File: src/design/obps_pkg.sv
// Package: sieve geometry constants and shared types for the odd bitmap prime tester.
package obps_pkg;

  localparam int unsigned Limit      = 65536;
  localparam int unsigned SieveWords = (Limit + 63) / 64;
  localparam int unsigned WordAw     = (SieveWords > 1) ? $clog2(SieveWords) : 1;
  localparam int unsigned NumW       = 32;
  localparam int unsigned CandW      = $clog2(Limit) + 1;

  // Handshake between the sequencer and the shared remainder unit
  typedef struct packed {
    logic            start;
    logic [NumW-1:0] dividend;
    logic [CandW-1:0] divisor;
  } div_req_t;

  typedef struct packed {
    logic busy;
    logic zero_rem;
  } div_rsp_t;

endpackage

File: src/design/obps_div.sv
// Shared restoring remainder unit: one quotient bit per cycle.
module obps_div (
  input  logic                clk_i,
  input  logic                rst_ni,
  input  obps_pkg::div_req_t  req_i,
  output obps_pkg::div_rsp_t  rsp_o
);
  import obps_pkg::*;

  logic [NumW-1:0]  dvd_q, dvd_d;
  logic [CandW:0]   rem_q, rem_d;
  logic [CandW-1:0] dvs_q, dvs_d;
  logic [5:0]       cnt_q, cnt_d;
  logic             busy_q, busy_d;
  logic [CandW:0]   shifted;
  logic [CandW:0]   diff;

  assign shifted = {rem_q[CandW-1:0], dvd_q[NumW-1]};
  assign diff    = shifted - {1'b0, dvs_q};

  // Load on start, else shift one dividend bit in, subtract if it fits
  always_comb begin
    dvd_d  = dvd_q;
    rem_d  = rem_q;
    dvs_d  = dvs_q;
    cnt_d  = cnt_q;
    busy_d = busy_q;
    if (req_i.start) begin
      dvd_d  = req_i.dividend;
      dvs_d  = req_i.divisor;
      rem_d  = '0;
      cnt_d  = 6'(NumW);
      busy_d = 1'b1;
    end else if (busy_q) begin
      dvd_d = {dvd_q[NumW-2:0], 1'b0};
      rem_d = diff[CandW] ? shifted : diff;
      cnt_d = cnt_q - 6'd1;
      if (cnt_q == 6'd1) busy_d = 1'b0;
    end
  end

  always_ff @(posedge clk_i or negedge rst_ni) begin
    if (!rst_ni) begin
      busy_q <= 1'b0;
      cnt_q  <= '0;
    end else begin
      busy_q <= busy_d;
      cnt_q  <= cnt_d;
    end
  end

  always_ff @(posedge clk_i) begin
    dvd_q <= dvd_d;
    rem_q <= rem_d;
    dvs_q <= dvs_d;
  end

  assign rsp_o.busy     = busy_q;
  assign rsp_o.zero_rem = (rem_q == '0);
endmodule

File: config.mk
export PLATFORM = sky130hd
export DESIGN_NAME = obps_div
export DESIGN_NICKNAME = d
export VERILOG_FILES = /design/src/design/obps_pkg.sv /design/src/design/obps_div.sv
export SDC_FILE = /design/constraint.sdc
export NUM_CORES = 1
export LEC_CHECK = 0
export BUFFER_PORTS_ARGS = -buffer_cell sky130_fd_sc_hd__buf_2
export CAP_MARGIN = 10
export CORE_AREA = 2 2 86 88
export DETAILED_ROUTE_END_ITERATION = 6
export DIE_AREA = 0 0 88 90
export PLACE_DENSITY_LB_ADDON = 0.1
export SLEW_MARGIN = 20
export SYNTH_ARGS = -nofsm -noshare
export SYNTH_HDL_FRONTEND = slang
export SYNTH_SLANG_ARGS = --single-unit
export TNS_END_PERCENT = 5
File: constraint.sdc
create_clock -name clk_i -period 4.5 [get_ports clk_i]
set_input_delay 0.9 -clock clk_i [delete_from_list [all_inputs] [get_ports clk_i]]
set_output_delay 0.9 -clock clk_i [all_outputs]
set_load 0.005 [all_outputs]
Yosys cells after proc, flatten, opt, wreduce, memory -nomap -nowiden:

Index checks and enable logic that the tools add are counted.

* bits in registers: 74
* input bits: 52
* word-level logic and storage cells: 18

* add/subtract/negate cells: 2
* eq/ne operators: 1
* multiplexer cells: 8
* reductions and logical operators: 2

Operators by type and width (number)
* $mux W32: 2
* $logic_not A18 Y1: 1
* $mux W18: 1
* $sub A18 B17 Y18: 1
* $mux W6: 2
* $eq A6 B1 Y1 const B: 1
* $sub A6 B1 Y6 const B: 1
* $mux W1: 3
* $reduce_bool A2 Y1: 1

Depth between registers and ports, before layout:

* depth after elaboration: 4
* gate-level depth with buffers: 17
* mapped depth without buffers: 14

Worst setup path before layout:

OpenSTA, ideal clock, no wires.

* path type: reg2reg
* from: register dvs_q[1]
* to: register rem_q[16]
* setup time: 0.074 ns
* arrival time: 3.064 ns
* required time: 4.426 ns
* path slack: 1.362 ns
* cell stages (with the launch flop): 16
* clock period less this slack: 3.138 ns
* path through: edfxtp_1 > inv_1 > ha_1 > nor2b_1 > o2111ai_1 > nand3b_1 > a31oi_1 > o21ai_0 > a21o_1 > ha_1 > buf_2 > inv_2 > or3_1 > clkbuf_1 > o31a_1 > o21ai_0

* longest elaborated chain between the ends: 2

Ends and longest elaborated chain
* from (decl): line obps_div.sv:12 `logic [CandW-1:0] dvs_q, dvs_d;`
* from (signal assigned): line obps_div.sv:55 `dvs_q <= dvs_d;`
* $sub A18 B17 Y18: line obps_div.sv:19 `assign diff = shifted - {1'b0, dvs_q};`
* $mux W18: line obps_div.sv:36 `rem_d = diff[CandW] ? shifted : diff;`
* to (signal assigned): line obps_div.sv:54 `rem_q <= rem_d;`
* to (decl): line obps_div.sv:11 `logic [CandW:0] rem_q, rem_d;`

Every way passes these cells.
A chain may end at the register's enable or synchronous reset.

Final worst setup path:

* from: register rem_q[7]
* to: register rem_q[16]

* longest elaborated chain between the ends: 2

Ends and longest elaborated chain (line)
* $sub A18 B17 Y18: obps_div.sv:19
* $mux W18: obps_div.sv:36

Every way passes these cells.

==> summary.md <==
| Metric | Value |
|---|---|
| Post-synth EDFFs | 49 |
| Register Area | 2010 um^2 |
| CTS tree | yes |
| RSZ-0062 raised after global routing | false |
| Final antenna-violating net count | 0 |
| Full die area | 7920 um^2 |
| Die Ht | 90 um |
| Footprint of the multi-input gates | 1770 um^2 |
| Avg Cell Area, Syn | 11.1 um^2 |
| Fin Clk Skew | 0.00845 ns |
| CTS Hold Buffers Added | 0 |
| Net count after synthesis | 427 |
| Power density over the cells | 540 nW/um^2 |
| Crit share post-route | 81.6% |
| Critical Path Sink Type | register |
| Mapped Cells | 354 |
| First-pass GRT wire length | 12400 um |
| Area Growth Syn to Fin | 13.3% |
| Share of cells above drive strength 1 | 27.0% |
| Vias in the first global route | 2687 |
| Final HPWL DP | 5190 um |
| PnR worst setup slack | 0.828 ns |
| Number of synthesized register bits | 74 |
| Peak supply drop | 0.000224 V |
| Async set or reset register ratio after synthesis | 9.46% |
| Antenna Cells | 0 |
| Post-CTS Setup Bufs | 0 |
| Logic pwr share | 38.4% |
| Routed WL | 7500 um |
| Switching pwr | 0.000864 W |
| Ports | 54 |
| Row Count | 31 |
| Gpl congestion | 0.834 |
| Max-cap violations | 0 |
| Main flop type after synthesis | edfxtp_1 |
| Final Max Slew Viols | 0 |
| Clk_lat worst skew | 0.35 ns |
| Most frequent cells in the layout | buf_2, edfxtp_1, mux2_2 |
| Setup CP Type | register to register |
| Bufs on Longest Clock Path | 2 |
| CP max FO | 14 |
| Distinct cell type count after synthesis | 46 |
| Pre-CTS setup slack | 0.862 ns |
| Worst-path clk slew | 0.08 ns |
| Worst min path class | input port to async pin |
| Final hold violations | 0 |
| Sequential Power Share | 40.5% |
| Mapped Area | 3940 um^2 |
| Max_slew headroom | 49.1% |
| Via count | 2800 |
| # port buffers | 53 |
| Internal | 0.00155 W |
| TNS Setup | 0 ns |
| DRC errors left | 0 |
| Worst Path Arrival | 3.95 ns |
| FMAX | 272 MHz |
| # clock sinks | 74 |
| Initial DRC Count | 168 |
| # fillers | 595 |
| Wire per inst | 14.8 um |
| Die X | 88 um |
| Post-layout minimum cycle time | 3.67 ns |
| CTS buffer count | 9 |
| Switching share of power | 35.8% |
| Initial antenna violation count | 0 |
| Ys Warns | 0 |
| Largest net degree at the start of global routing | 43 |
| Vias/cell | 5.53 |
| Core area | 7020 um^2 |
| Final setup fails | 0 |
| Critical path required time | 4.77 ns |
| Number of detailed-routing iterations run before antenna repair | 4 |
| Seq/Total Area, Yosys | 50.9% |
| PostCTS Resize Cnt | 0 |
| Htree depth | 3 |
| Global Route Usage Sum | 20.3% |
| Worst Max-Slew Pin Slew | 0.764 ns |
| Crit start category | register |
| Most common cell after layout, fill and taps aside | buf_2 |
| # nets final | 475 |
| Status | finished clean |
| CTS root buf | clkbuf_8 |
| Total gr overflow | 0 |
| Flop-to-flop setup slack | 0.83 ns |
| Leak | 1.95 nW |
| Clock share of power | 21.0% |
| Initial Util | 56.2% |
-- synth_stat cells (5+ instances only) --
library cell | n | area (um^2)
nand3_1 | 6 | 30.0
a21o_1 | 8 | 60.1
o22ai_1 | 6 | 37.5
xnor2_1 | 11 | 96.3
and3_1 | 8 | 50.1
clkbuf_1 | 15 | 56.3
o21ai_0 | 10 | 50.1
nand2_1 | 15 | 56.3
nor2_1 | 28 | 105
inv_1 | 24 | 90.1
a211oi_1 | 6 | 45.0
mux2i_1 | 8 | 80.1
nor3_1 | 5 | 25.0
o21bai_1 | 5 | 37.5
a21oi_1 | 25 | 125
dfxtp_1 | 18 | 360
dfrtp_1 | 7 | 175
ha_1 | 20 | 250
nor4_1 | 6 | 37.5
mux2_2 | 31 | 349
edfxtp_1 | 49 | 1470
-- worst max-delay path: stages, from the launching register on --
cell and delay (ns):
dfxtp_1 0.35, ha_1 0.39, a21oi_1 0.24, o21ai_0 0.15, a21o_1 0.20, a31oi_1 0.23, o21ai_0 0.13, a21o_1 0.19
ha_1 0.50, inv_2 0.20, or3_1 0.52, o31a_1 0.34, o21ai_0 0.16
-- worst paths after layout --
check                                    endpoint                    from  cells after the start
max                        rem_q[16]$_SDFFE_PP0P_   rem_q[7]$_SDFFE_PP0P_                     12
min                          cnt_q[1]$_DFFE_PN0P_                  rst_ni                      1
max reg2reg                rem_q[16]$_SDFFE_PP0P_   rem_q[7]$_SDFFE_PP0P_                     12
min reg2reg                rem_q[17]$_SDFFE_PP0P_  rem_q[17]$_SDFFE_PP0P_                      2
max in group asynchronous    cnt_q[0]$_DFFE_PN0P_                  rst_ni                      1
min in group clk_i         rem_q[17]$_SDFFE_PP0P_  rem_q[17]$_SDFFE_PP0P_                      2
-- sequential cells by signal, indices dropped and copies added, names as in the netlist --
signal / flops
dvd_q: 32
rem_q: 18
dvs_q: 17
cnt_q: 6
busy_q: 1
-- routing by layer --
metal  track usage (%)  up-vias  part of all wire [%]
met1              28.0     1311                    46
met3              5.33        7                   6.0
met2              30.9       89                    47
met5                 0        -                     0
li1                  -     1393                     -
met4              6.67        0                   1.1
-- per-stage QoR --
step / total power (W) / cells / hold slack [ns] / cell area, um^2 / util (%)
6_report: 0.00241 / 506 / 0.369 / 4470 / 63.6
2_1_floorplan: 0.00170 / 354 / 0.455 / 3940 / -
3_5_place_dp: 0.00191 / 490 / 0.491 / 4270 / 60.9
3_3_place_gp: 0.00188 / 490 / 0.489 / 4270 / 60.9
5_1_grt: 0.00258 / 506 / 0.355 / 4470 / 63.6
4_1_cts: 0.00242 / 506 / 0.358 / 4470 / 63.6
-- logic make-up after synthesis --
group,share of synthesized area (%)
AO/OA/AOI/OAI,12.9
multiplexers,10.9
buffers and inverters,4.25
AND/OR/NAND/NOR,10.9
XOR/XNOR,3.33
adder cells (fa/ha/maj),6.85
flip-flops,50.9
-- power groups by stage --
| stage | combinational [W] | sequential, W | clock, W |
|---|---|---|---|
| 2_1_floorplan | 0.000743 | 0.000954 | 0 |
| 3_3_place_gp | 0.000897 | 0.000987 | 0 |
| 3_5_place_dp | 0.000917 | 0.000990 | 0 |
| 4_1_cts | 0.000920 | 0.000977 | 0.000522 |
| 5_1_grt | 0.00103 | 0.000995 | 0.000551 |
| 6_report | 0.000927 | 0.000978 | 0.000507 |
-- layout make-up --
type | instances | share of cell area, %
flip-flops and latches | 74 | 44.9
multi-input cells | 237 | 39.6
clock buffers | 9 | 2.77
inverters | 25 | 2.10
well taps | 99 | 2.77
clock inverters | 7 | 1.57
repair buffers | 55 | 6.27
Power figures use the tool's default switching activity.
